## src/vwm_pkg.sv

```systemverilog
// Shared types and constants for the voltage window monitor.
package vwm_pkg;

  localparam int unsigned CFG_INDEX_WIDTH = 3;

  typedef enum logic [1:0] {
    QS_INVALID  = 2'd0,
    QS_ENTERING = 2'd1,
    QS_VALID    = 2'd2,
    QS_EXITING  = 2'd3
  } qual_state_t;

  typedef enum logic [CFG_INDEX_WIDTH-1:0] {
    REG_INSTANT_LOW  = 3'd0,
    REG_INSTANT_HIGH = 3'd1,
    REG_VALID_LOW    = 3'd2,
    REG_VALID_HIGH   = 3'd3,
    REG_EXIT_LOW     = 3'd4,
    REG_EXIT_HIGH    = 3'd5,
    REG_ENTER_DELAY  = 3'd6,
    REG_EXIT_DELAY   = 3'd7
  } cfg_reg_t;

endpackage

```

## src/vwm_ifs.sv

```systemverilog
// Stream and configuration interfaces of the voltage window monitor.
interface vwm_in_if #(
  parameter int unsigned SAMPLE_WIDTH = 16,
  parameter int unsigned TIME_WIDTH   = 32
);
  logic                           valid;
  logic                           ready;
  logic signed [SAMPLE_WIDTH-1:0] sample_voltage;
  logic        [TIME_WIDTH-1:0]   timestamp;

  modport source (output valid, output sample_voltage, output timestamp, input ready);
  modport sink   (input valid, input sample_voltage, input timestamp, output ready);
endinterface

interface vwm_out_if #(
  parameter int unsigned TIME_WIDTH = 32
);
  logic                  valid;
  logic                  ready;
  logic [1:0]            qualifier_state;
  logic                  valid_flag;
  logic [TIME_WIDTH-1:0] valid_duration;
  logic [TIME_WIDTH-1:0] state_duration;

  modport source (output valid, output qualifier_state, output valid_flag,
                  output valid_duration, output state_duration, input ready);
  modport sink   (input valid, input qualifier_state, input valid_flag,
                  input valid_duration, input state_duration, output ready);
endinterface

interface vwm_cfg_if #(
  parameter int unsigned DATA_WIDTH = 32
);
  logic                  valid;
  logic                  ready;
  logic [2:0]            index;
  logic [DATA_WIDTH-1:0] data;

  modport source (output valid, output index, output data, input ready);
  modport sink   (input valid, input index, input data, output ready);
endinterface

```

## src/vwm_cfg_regs.sv

```systemverilog
// Threshold and delay register file.
module vwm_cfg_regs #(
  parameter int unsigned SAMPLE_WIDTH = 16,
  parameter int unsigned TIME_WIDTH   = 32
) (
  input  logic                           clk,
  input  logic                           rst,
  vwm_cfg_if.sink                        cfg,
  output logic signed [SAMPLE_WIDTH-1:0] instant_low_limit,
  output logic signed [SAMPLE_WIDTH-1:0] instant_high_limit,
  output logic signed [SAMPLE_WIDTH-1:0] valid_low_bound,
  output logic signed [SAMPLE_WIDTH-1:0] valid_high_bound,
  output logic signed [SAMPLE_WIDTH-1:0] exit_low_limit,
  output logic signed [SAMPLE_WIDTH-1:0] exit_high_limit,
  output logic        [TIME_WIDTH-1:0]   enter_delay,
  output logic        [TIME_WIDTH-1:0]   exit_delay
);
  import vwm_pkg::*;

  localparam logic signed [SAMPLE_WIDTH-1:0] SAMPLE_MAX = {1'b0, {(SAMPLE_WIDTH-1){1'b1}}};

  logic signed [SAMPLE_WIDTH-1:0] wr_sample;
  logic        [TIME_WIDTH-1:0]   wr_time;

  assign cfg.ready = 1'b1;
  assign wr_sample = cfg.data[SAMPLE_WIDTH-1:0];
  assign wr_time   = cfg.data[TIME_WIDTH-1:0];

  always_ff @(posedge clk) begin
    if (rst) begin
      instant_low_limit  <= '0;
      instant_high_limit <= SAMPLE_MAX;
      valid_low_bound    <= '0;
      valid_high_bound   <= SAMPLE_MAX;
      exit_low_limit     <= '0;
      exit_high_limit    <= SAMPLE_MAX;
      enter_delay        <= '0;
      exit_delay         <= '0;
    end else if (cfg.valid) begin
      unique case (cfg_reg_t'(cfg.index))
        REG_INSTANT_LOW:  instant_low_limit  <= wr_sample;
        REG_INSTANT_HIGH: instant_high_limit <= wr_sample;
        REG_VALID_LOW:    valid_low_bound    <= wr_sample;
        REG_VALID_HIGH:   valid_high_bound   <= wr_sample;
        REG_EXIT_LOW:     exit_low_limit     <= wr_sample;
        REG_EXIT_HIGH:    exit_high_limit    <= wr_sample;
        REG_ENTER_DELAY:  enter_delay        <= wr_time;
        REG_EXIT_DELAY:   exit_delay         <= wr_time;
      endcase
    end
  end

endmodule

```

## src/vwm_qualifier.sv

```systemverilog
// Qualifier state machine with result register.
module vwm_qualifier #(
  parameter int unsigned SAMPLE_WIDTH = 16,
  parameter int unsigned TIME_WIDTH   = 32
) (
  input  logic                           clk,
  input  logic                           rst,
  input  logic                           step,
  input  logic signed [SAMPLE_WIDTH-1:0] sample_voltage,
  input  logic        [TIME_WIDTH-1:0]   timestamp,
  input  logic signed [SAMPLE_WIDTH-1:0] instant_low_limit,
  input  logic signed [SAMPLE_WIDTH-1:0] instant_high_limit,
  input  logic signed [SAMPLE_WIDTH-1:0] valid_low_bound,
  input  logic signed [SAMPLE_WIDTH-1:0] valid_high_bound,
  input  logic signed [SAMPLE_WIDTH-1:0] exit_low_limit,
  input  logic signed [SAMPLE_WIDTH-1:0] exit_high_limit,
  input  logic        [TIME_WIDTH-1:0]   enter_delay,
  input  logic        [TIME_WIDTH-1:0]   exit_delay,
  output logic [1:0]                     qualifier_state,
  output logic                           valid_flag,
  output logic [TIME_WIDTH-1:0]          valid_duration,
  output logic [TIME_WIDTH-1:0]          state_duration
);
  import vwm_pkg::*;

  qual_state_t           state, state_next;
  logic [TIME_WIDTH-1:0] start_time, start_time_next;
  logic                  valid_bit, valid_bit_next;
  logic [TIME_WIDTH-1:0] valid_time, valid_time_next;

  logic [TIME_WIDTH-1:0] elapsed;
  logic                  instant, in_window, beyond_exit;

  assign elapsed     = timestamp - start_time;
  assign instant     = (sample_voltage <= instant_low_limit) ||
                       (sample_voltage >= instant_high_limit);
  assign in_window   = (sample_voltage > valid_low_bound) &&
                       (sample_voltage < valid_high_bound);
  assign beyond_exit = (sample_voltage <= exit_low_limit) ||
                       (sample_voltage >= exit_high_limit);

  always_comb begin
    state_next      = state;
    start_time_next = start_time;
    valid_bit_next  = valid_bit;
    valid_time_next = valid_bit ? elapsed : valid_time;
    if (instant) begin
      if (state != QS_INVALID) begin
        state_next      = QS_INVALID;
        start_time_next = timestamp;
        valid_bit_next  = 1'b0;
        valid_time_next = '0;
      end
    end else begin
      unique case (state)
        QS_INVALID: begin
          if (in_window) begin
            state_next      = QS_ENTERING;
            start_time_next = timestamp;
          end
        end
        QS_ENTERING: begin
          if (!in_window) begin
            state_next      = QS_INVALID;
            start_time_next = timestamp;
          end else if (elapsed >= enter_delay) begin
            state_next      = QS_VALID;
            valid_bit_next  = 1'b1;
            start_time_next = timestamp;
          end
        end
        QS_VALID: begin
          if (beyond_exit) begin
            state_next      = QS_EXITING;
            start_time_next = timestamp;
          end
        end
        QS_EXITING: begin
          if (!in_window && beyond_exit) begin
            // start time kept: invalid keeps counting from start of exiting
            if (elapsed >= exit_delay) begin
              state_next      = QS_INVALID;
              valid_bit_next  = 1'b0;
              valid_time_next = '0;
            end
          end else begin
            state_next      = QS_VALID;
            start_time_next = timestamp;
          end
        end
      endcase
    end
  end

  always_ff @(posedge clk) begin
    if (rst) begin
      state      <= QS_INVALID;
      start_time <= '0;
      valid_bit  <= 1'b0;
      valid_time <= '0;
    end else if (step) begin
      state      <= state_next;
      start_time <= start_time_next;
      valid_bit  <= valid_bit_next;
      valid_time <= valid_time_next;
    end
  end

  always_ff @(posedge clk) begin
    if (step) begin
      qualifier_state <= state_next;
      valid_flag      <= valid_bit_next;
      valid_duration  <= valid_time_next;
      state_duration  <= elapsed;
    end
  end

endmodule

```

## src/voltage_window_monitor.sv

```systemverilog
// Top level of the voltage window monitor.
//
//   channel   dir  payload                                                    transfer
//   samples   in   sample_voltage, timestamp                                  valid & ready
//   results   out  qualifier_state, valid_flag, valid_duration, state_duration valid & ready
//   cfg       in   index, data                                                valid & ready
//
// One sample per cycle while results are not stalled; stages: input register, then result register.
// The qualifier state updates in the same cycle as the result register loads.
// A stalled result holds both stages; samples are taken while the input stage is free.
// Reset restores the register defaults and the invalid state. cfg is always ready.
module voltage_window_monitor #(
  parameter int unsigned SAMPLE_WIDTH = 16,
  parameter int unsigned TIME_WIDTH   = 32
) (
  input logic       clk,
  input logic       rst,
  vwm_in_if.sink    samples,
  vwm_out_if.source results,
  vwm_cfg_if.sink   cfg
);
  import vwm_pkg::*;

  logic signed [SAMPLE_WIDTH-1:0] instant_low_limit, instant_high_limit;
  logic signed [SAMPLE_WIDTH-1:0] valid_low_bound, valid_high_bound;
  logic signed [SAMPLE_WIDTH-1:0] exit_low_limit, exit_high_limit;
  logic        [TIME_WIDTH-1:0]   enter_delay, exit_delay;

  logic                           s1_valid;
  logic signed [SAMPLE_WIDTH-1:0] s1_sample;
  logic        [TIME_WIDTH-1:0]   s1_timestamp;
  logic                           out_valid;
  logic                           advance, step, load;

  assign advance       = !out_valid || results.ready;
  assign step          = s1_valid && advance;
  assign samples.ready = !s1_valid || advance;
  assign load          = samples.valid && samples.ready;
  assign results.valid = out_valid;

  always_ff @(posedge clk) begin
    if (rst) begin
      s1_valid  <= 1'b0;
      out_valid <= 1'b0;
    end else begin
      if (samples.ready) s1_valid <= samples.valid;
      if (step) begin
        out_valid <= 1'b1;
      end else if (results.ready) begin
        out_valid <= 1'b0;
      end
    end
  end

  always_ff @(posedge clk) begin
    if (load) begin
      s1_sample    <= samples.sample_voltage;
      s1_timestamp <= samples.timestamp;
    end
  end

  vwm_cfg_regs #(
    .SAMPLE_WIDTH(SAMPLE_WIDTH),
    .TIME_WIDTH  (TIME_WIDTH)
  ) u_cfg_regs (
    .clk               (clk),
    .rst               (rst),
    .cfg               (cfg),
    .instant_low_limit (instant_low_limit),
    .instant_high_limit(instant_high_limit),
    .valid_low_bound   (valid_low_bound),
    .valid_high_bound  (valid_high_bound),
    .exit_low_limit    (exit_low_limit),
    .exit_high_limit   (exit_high_limit),
    .enter_delay       (enter_delay),
    .exit_delay        (exit_delay)
  );

  vwm_qualifier #(
    .SAMPLE_WIDTH(SAMPLE_WIDTH),
    .TIME_WIDTH  (TIME_WIDTH)
  ) u_qualifier (
    .clk               (clk),
    .rst               (rst),
    .step              (step),
    .sample_voltage    (s1_sample),
    .timestamp         (s1_timestamp),
    .instant_low_limit (instant_low_limit),
    .instant_high_limit(instant_high_limit),
    .valid_low_bound   (valid_low_bound),
    .valid_high_bound  (valid_high_bound),
    .exit_low_limit    (exit_low_limit),
    .exit_high_limit   (exit_high_limit),
    .enter_delay       (enter_delay),
    .exit_delay        (exit_delay),
    .qualifier_state   (results.qualifier_state),
    .valid_flag        (results.valid_flag),
    .valid_duration    (results.valid_duration),
    .state_duration    (results.state_duration)
  );

endmodule
```

## src/flat_wrapper.sv

```systemverilog
// flat-port wrapper written by rule: the top's interface ports become plain ports
module voltage_window_monitor_flat import vwm_pkg::*;
#(
  parameter int unsigned SAMPLE_WIDTH = 16,
  parameter int unsigned TIME_WIDTH   = 32
)
  (clk, rst, samples_valid, samples_sample_voltage, samples_timestamp, samples_ready, results_valid, results_qualifier_state, results_valid_flag, results_valid_duration, results_state_duration, results_ready, cfg_valid, cfg_index, cfg_data, cfg_ready);
  vwm_in_if #(.SAMPLE_WIDTH(SAMPLE_WIDTH), .TIME_WIDTH(TIME_WIDTH)) samples_i ();
  vwm_out_if #(.TIME_WIDTH(TIME_WIDTH)) results_i ();
  vwm_cfg_if cfg_i ();
  input logic clk;
  input logic rst;
  input wire logic [$bits(samples_i.valid)-1:0] samples_valid;
  input wire logic [$bits(samples_i.sample_voltage)-1:0] samples_sample_voltage;
  input wire logic [$bits(samples_i.timestamp)-1:0] samples_timestamp;
  output wire logic [$bits(samples_i.ready)-1:0] samples_ready;
  output wire logic [$bits(results_i.valid)-1:0] results_valid;
  output wire logic [$bits(results_i.qualifier_state)-1:0] results_qualifier_state;
  output wire logic [$bits(results_i.valid_flag)-1:0] results_valid_flag;
  output wire logic [$bits(results_i.valid_duration)-1:0] results_valid_duration;
  output wire logic [$bits(results_i.state_duration)-1:0] results_state_duration;
  input wire logic [$bits(results_i.ready)-1:0] results_ready;
  input wire logic [$bits(cfg_i.valid)-1:0] cfg_valid;
  input wire logic [$bits(cfg_i.index)-1:0] cfg_index;
  input wire logic [$bits(cfg_i.data)-1:0] cfg_data;
  output wire logic [$bits(cfg_i.ready)-1:0] cfg_ready;
  assign samples_i.valid = samples_valid;
  assign samples_i.sample_voltage = samples_sample_voltage;
  assign samples_i.timestamp = samples_timestamp;
  assign samples_ready = samples_i.ready;
  assign results_valid = results_i.valid;
  assign results_qualifier_state = results_i.qualifier_state;
  assign results_valid_flag = results_i.valid_flag;
  assign results_valid_duration = results_i.valid_duration;
  assign results_state_duration = results_i.state_duration;
  assign results_i.ready = results_ready;
  assign cfg_i.valid = cfg_valid;
  assign cfg_i.index = cfg_index;
  assign cfg_i.data = cfg_data;
  assign cfg_ready = cfg_i.ready;
  voltage_window_monitor #(.SAMPLE_WIDTH(SAMPLE_WIDTH), .TIME_WIDTH(TIME_WIDTH)) u_core (.clk(clk), .rst(rst), .samples(samples_i), .results(results_i), .cfg(cfg_i));
endmodule
```

## config.mk

```make
export PLATFORM = sky130hd
export DESIGN_NAME = voltage_window_monitor_flat
export DESIGN_NICKNAME = d
export VERILOG_FILES = /design/src/vwm_pkg.sv /design/src/vwm_ifs.sv /design/src/vwm_cfg_regs.sv /design/src/vwm_qualifier.sv /design/src/voltage_window_monitor.sv /design/src/flat_wrapper.sv
export SDC_FILE = /design/constraint.sdc
export NUM_CORES = 1
export LEC_CHECK = 0
export ABC_AREA = 1
export BUFFER_PORTS_ARGS = -buffer_cell sky130_fd_sc_hd__buf_2
export CAP_MARGIN = 20
export CORE_MARGIN = 4
export CORE_UTILIZATION = 45
export DETAILED_ROUTE_END_ITERATION = 16
export HOLD_SLACK_MARGIN = 0.06
export PLACE_DENSITY = 0.63
export SLEW_MARGIN = 20
export SYNTH_ARGS = -nofsm -noshare
export SYNTH_HDL_FRONTEND = slang
export SYNTH_SLANG_ARGS = --single-unit
```

## constraint.sdc

```tcl
create_clock -name clk -period 5.35 [get_ports clk]
set_clock_uncertainty 0.1 [all_clocks]
set_input_delay 0.8025 -clock clk [delete_from_list [all_inputs] [get_ports clk]]
set_output_delay 0.8025 -clock clk [all_outputs]
set_load 0.01 [all_outputs]
```

# Yosys cells after proc, flatten, opt, wreduce, memory -nomap -nowiden
# Cells that the tools add are included.
[word_totals] ff_bits=344 latchBits=0 ram_bits=0 romBits=0 input_bits=88 out_inout_bits=70 word_cells=100 n_memories=0
[classes] add_sub_neg=1 mul=0 div_mod_pow=0 order_cmp=8 n_eq_ne=15 n_shift=0 mux=32 n_bitwise=0 reduce_logical=24
[ops] op="$mux 32" count=13
[ops] op="$pmux 32 s4" count=1
[ops] op="$ge 32x32->1" count=2
[ops] op="$ge 16x16->1" count=2
[ops] op="$le 16x16->1" count=2
[ops] op="$sub 32x32->32" count=1
[ops] op="$gt 16x16->1" count=1
[ops] op="$lt 16x16->1" count=1
[ops] op="$mux 2" count=8
[ops] op="$reduce_and 2->1" count=8
[ops] op="$eq 3x3->1 const B" count=4
[ops] op="$ne 3x3->1 const B" count=3
[ops] op="$mux 1" count=8
[ops] op="$pmux 2 s4" count=1
[ops] op="$eq 3x2->1 const B" count=2
[ops] op="$reduce_and 6->1" count=1
[ops] op="$eq 2x2->1 const B" count=2
[ops] op="$logic_and 1x1->1" count=4
[ops] op="$logic_or 1x1->1" count=4
[ops] op="$ne 4x4->1 const B" count=1
[ops] op="$reduce_bool 2->1" count=2
[ops] op="$eq 3x1->1 const B" count=1
[ops] op="$logic_not 1->1" count=3
[ops] op="$logic_not 3->1" count=1
[ops] op="other kinds (4)" count=4

# Logic depth before layout (Yosys ltp)
[logic_depth] depth_word=7 ltp_mapped=32

# Modules after synthesis
# Synthesis repeated with hierarchy kept, for this count alone.
[hier_totals] hier_cells=2559 hier_area_um2=19178.4
[modules_own_cells] module="vwm_qualifier" n_inst=1 cells_each=1631 area_per_inst_um2=11459.7
[modules_own_cells] module="vwm_cfg_regs" n_inst=1 cells_each=868 area_per_inst_um2=6185.9
[modules_own_cells] module="voltage_window_monitor" n_inst=1 cells_each=60 area_per_inst_um2=1532.7

# Least setup slack after synthesis
# OpenSTA, ideal clock, no wires.
[synth_path] path_type="register to register" from="register u_core.s1_timestamp[0]" to="register u_core.u_qualifier.start_time[3]" setup_time_ps=115 arrival_ps=3567 t_required_ps=5135 slack_ps=1568 path_stages_with_launch=31 path_buffers=1 period_less_slack_ps=3782 cell_sequence="edfxtp_1 > inv_1 > ha_1 > inv_1 > fa_1 > nand2_1 > inv_1 > nand2_1 > nand2_1 > nand3_1 > nand2_1 > a31o_2 > nand2_1 > nand2_1 > or2_2 > and2_1 > ha_1 > nand2_1 > nor2_1 > nand2_1 > nor2_1 > nand4_1 > nand3_1 > nor2_1 > nand3_1 > nand2_2 > nor2_8 > buf_6 > nand3_1 > nand2_1 > nor2_1"
[synth_between] elab_chain_cells=4
[synth_lines] element="start, declared" line_no="voltage_window_monitor.sv:31" text="logic [TIME_WIDTH-1:0] s1_timestamp;"
[synth_lines] element="start signal, assigned" line_no="voltage_window_monitor.sv:58" text="s1_timestamp <= samples.timestamp;"
[synth_lines] element="$sub 32x32->32" line_no="vwm_qualifier.sv:34" text="assign elapsed = timestamp - start_time;"
[synth_lines] element="net u_core.u_qualifier.elapsed[26]" line_no="vwm_qualifier.sv:31" text="logic [TIME_WIDTH-1:0] elapsed;"
[synth_lines] element="$ge 32x32->1" line_no="vwm_qualifier.sv:66" text="end else if (elapsed >= enter_delay) begin"
[synth_lines] element="$ne 4x4->1 (no source line)"
[synth_lines] element="$reduce_and 6->1 (no source line)"
[synth_lines] element="end signal, assigned" line_no="vwm_qualifier.sv:103" text="start_time <= start_time_next;"
[synth_lines] element="end, declared" line_no="vwm_qualifier.sv:27" text="logic [TIME_WIDTH-1:0] start_time, start_time_next;"
# The timed path passes the listed nets, and every way through them passes these cells.
# A chain may end at the register's enable or synchronous reset.

# Worst setup path in the final report
[layout_path] from="register u_core.s1_timestamp[0]" to="register u_core.u_qualifier.valid_duration[3] (data pin)"
[layout_between] elab_chain_cells=6 word_cells_on_any_way=8 classes_between="add/sub: 1; order compare: 1; mux: 6"
[layout_lines] element="$sub 32x32->32" line_no="vwm_qualifier.sv:34"
[layout_lines] element="net u_core.u_qualifier.elapsed[24]" line_no="vwm_qualifier.sv:31"
[layout_lines] element="$ge 32x32->1" line_no="vwm_qualifier.sv:81" text="if (elapsed >= exit_delay) begin"
[layout_lines] element="$mux 32" line_no="vwm_qualifier.sv:81"
[layout_lines] element="$mux 32" line_no="vwm_qualifier.sv:79" text="if (!in_window && beyond_exit) begin"
[layout_lines] element="$mux 32" line_no="vwm_qualifier.sv:55" text="unique case (state)"
[layout_lines] element="$mux 32" line_no="vwm_qualifier.sv:47" text="if (instant) begin"
[layout_lines] element="net u_core.u_qualifier.valid_time_next[3]" line_no="vwm_qualifier.sv:29" text="logic [TIME_WIDTH-1:0] valid_time, valid_time_next;"
[layout_lines] element="end signal, assigned" line_no="vwm_qualifier.sv:113" text="valid_duration <= valid_time_next;"
[layout_lines] element="end, declared" line_no="vwm_qualifier.sv:21" text="output logic [TIME_WIDTH-1:0] valid_duration,"
# The timed path passes the listed nets, and every way through them passes these cells.

==> metrics.txt <==
status=finished, final reports clean; met3 wire length=2713 um; CTS max path bufs=3; CTS Hold Bufs=0; Hold Path Depth=1; first-pass GRT wire length=76730 um; R2R Path End=u_core.u_qualifier.valid_duration[3]; mean number of vias per cell=5.147; TritonCTS clock tree=built; Psw=2.170 mW; H-tree levels=2; final worst-path cycle share=0.9341; port bufs=156; Slew Limit Fails=0; Final Hold Fails=0; metal2 WL=21360 um; Mapped Area=0.01829 mm^2; CTS resizes=0; Worst IR Drop VDD=177.6 uV; PwrDens=343.8 mW/mm^2; GP Congestion=0.8908; Crit. End Element=register; GR Overflow Total=0; Root Driver=clkbuf_16; Worst Tran Pin Value=1.015 ns; ys flop type=dfxtp_1; Detailed Routing Iterations Pass 1=5; Setup Viol. Count Final=0; Pint=4.993 mW; Layout Nets=2681; R2R depth=26; worst skew pair latency=0.57 ns; setup ws final=0.3528 ns; largest net degree at the start of global routing=145; fmax=0.2001 GHz; sequential power share=0.413; CTS Buf Count=40; post-place setup slack=0.4072 ns; Starting DRT DRC Count=1104; Chip Height=209.6 um; worst hold-check path type=input pin to register; unrepaired setup endpoints after global routing=false; Post-synth EDFFs=115; Row Count=73; # fillers=3791; DPL Wire Length=34050 um; Comb pwr share=0.212; Area growth, synth to finish=13.88%; Crit Path Max Fanout=17; Post-synth ARST share=0; total track usage=0.2155; Synth area leaders=dfxtp_1 25%, edfxtp_1 19%, ha_1 13%; crit path time final=4.997 ns; Avg WL per Cell=16.33 um; Worst setup SP type=register; Max-Cap Viols=0; post-synth top area cell=dfxtp_1; share of layout cells above drive strength 1=0.1106; die width=209.6 um; DIE AREA=0.04394 mm^2; setup bufs post-CTS=0; share of the synthesized area in the top cell type=0.2506; Post-synth top cells=424 x nand2_1, 353 x inv_1, 285 x a21oi_1; final core utilization=0.5208; detailed-route DRC error count=0; relative slew slack=0.3208; Crit Path Class=register to register; synth unique cells=45; Initial Util=0.4573; final worst hold slack=0.3099 ns; antenna-violating nets left=0; Top Metal Used=met4; synth warn=0; Setup TNS=0 ns; hold_sp=samples_timestamp[31]; clock power share=0.374; I/O Pins=158; Core ar.=0.04001 mm^2; count of state elements after synthesis=344; Critical Path RT=5.57 ns; Mean Syn Cell Area=8.070 um^2; Final Power=7.163 mW; clk slew on worst S/H paths=0.06 ns; leakage=9.488 nW; Hold Crit Endpoint=u_core.s1_timestamp[31]; wl on met1=22890 um; ANT cells=0; most common cell in the synthesized netlist=nand2_1; switching power share of the total=0.3029; flop2flop setup slack=0.35 ns; Seq/Total Area, Yosys=0.4394; Post-Synthesis Cells=2267; number of global-route vias before repair=14410; antenna violations before repair=0; crit path DAT=5.22 ns; routed wire length=48300 um; reg2reg start=u_core.s1_timestamp[0]; via total after detailed routing=15230; clock tree sinks=344; Mapped Nets=2546
[cell usage in the layout (no fill, tap or decap), types with 15 or more instances in the layout]
master and count:
nor2_1 136, clkbuf_1 15, buf_4 19, o211ai_1 45, xor2_1 17, ha_1 190
nand4_1 18, buf_2 156, edfxtp_1 115, o21ai_0 188, dfxtp_1 229, a21oi_1 285
clkbuf_16 41, nand3_1 86, nand2_1 424, inv_1 352
[cells by family after synthesis]
logic type | count (synthesis) | synth area share
AND/OR/NAND/NOR | 706 | 0.1602
XOR/XNOR | 24 | 0.01149
flip-flops | 344 | 0.4394
adder cells (fa/ha/maj) | 191 | 0.1310
buffers and inverters | 447 | 0.09548
other | 1 | 0.0002050
AO/OA/AOI/OAI | 554 | 0.1622
[critical path, stage by stage (launching register included)]
cell	delay, ns
edfxtp_1	0.35
inv_1	0.08
ha_1	0.14
inv_1	0.06
fa_1	0.38
nand2_1	0.07
inv_1	0.05
nand2_1	0.05
nand2_1	0.09
nand2_1	0.08
nand2_1	0.09
a21oi_2	0.30
o21ai_1	0.14
nand2_1	0.08
nand2_1	0.06
xor2_1	0.52
ha_1	0.22
nand4_1	0.16
nor3_1	0.47
nand3_1	0.15
nand3_1	0.19
nand4_1	0.16
nand2_1	0.10
nand2_2	0.24
buf_12	0.26
nand2_1	0.09
inv_1	0.05
[sequential cells by signal, summed over array words and instances, names as in the netlist, 32 cells and up]
register,flops
u_core.s1_timestamp,32
u_core.u_cfg_regs.enter_delay,32
u_core.u_qualifier.valid_time,32
u_core.u_qualifier.valid_duration,32
u_core.u_cfg_regs.exit_delay,32
u_core.u_qualifier.state_duration,32
u_core.u_qualifier.start_time,32
[worst max path at each step]
stage          slack (ns)                    from  cells past startpoint                                     to
2_1_floorplan        1.57  u_core.s1_timestamp[0]                     30       u_core.u_qualifier.start_time[3]
3_3_place_gp         0.51  u_core.s1_timestamp[2]                     20   u_core.u_qualifier.valid_duration[3]
3_5_place_dp         0.41  u_core.s1_timestamp[0]                     26   u_core.u_qualifier.valid_duration[6]
4_1_cts              0.38  u_core.s1_timestamp[0]                     26  u_core.u_qualifier.valid_duration[15]
5_1_grt             0.009  u_core.s1_timestamp[0]                     26   u_core.u_qualifier.valid_duration[3]
6_report             0.35  u_core.s1_timestamp[0]                     26   u_core.u_qualifier.valid_duration[3]
[metrics by stage]
step / area, um^2 / std cells
4_1_cts: 20810 / 2957
6_report: 20830 / 2958
5_1_grt: 20830 / 2958
2_1_floorplan: 18290 / 2267
3_5_place_dp: 19550 / 2884
3_3_place_gp: 19550 / 2884
[power groups by stage]
stage | registers, mW | clock network, mW | logic [mW]
final | 2.96 | 2.68 | 1.52
after global routing | 2.97 | 2.85 | 1.73
after CTS | 2.96 | 2.74 | 1.52
after detailed placement | 3.02 | 0 | 1.51
after global placement | 3.01 | 0 | 1.47
after floorplan | 3.01 | 0 | 1.01
[cell type report]
class,instances,area [um^2],area share
repair buffers,179,1003,0.04817
inverters,361,1360,0.06528
clock inverters,13,128.9,0.006186
clock buffers,60,1137,0.05459
multi-input cells,1476,8509,0.4084
well taps,525,656.9,0.03153
flip-flops and latches,344,8038,0.3858
[routing by layer]
| layer | up-vias | GRT usage |
|---|---|---|
| met5 | - | 0 |
| met4 | 0 | 0.07066 |
| met3 | 75 | 0.03184 |
| met2 | 388 | 0.3388 |
| met1 | 6994 | 0.3066 |
| li1 | 7768 | - |
Note: power is estimated with default switching activity, not from simulation.
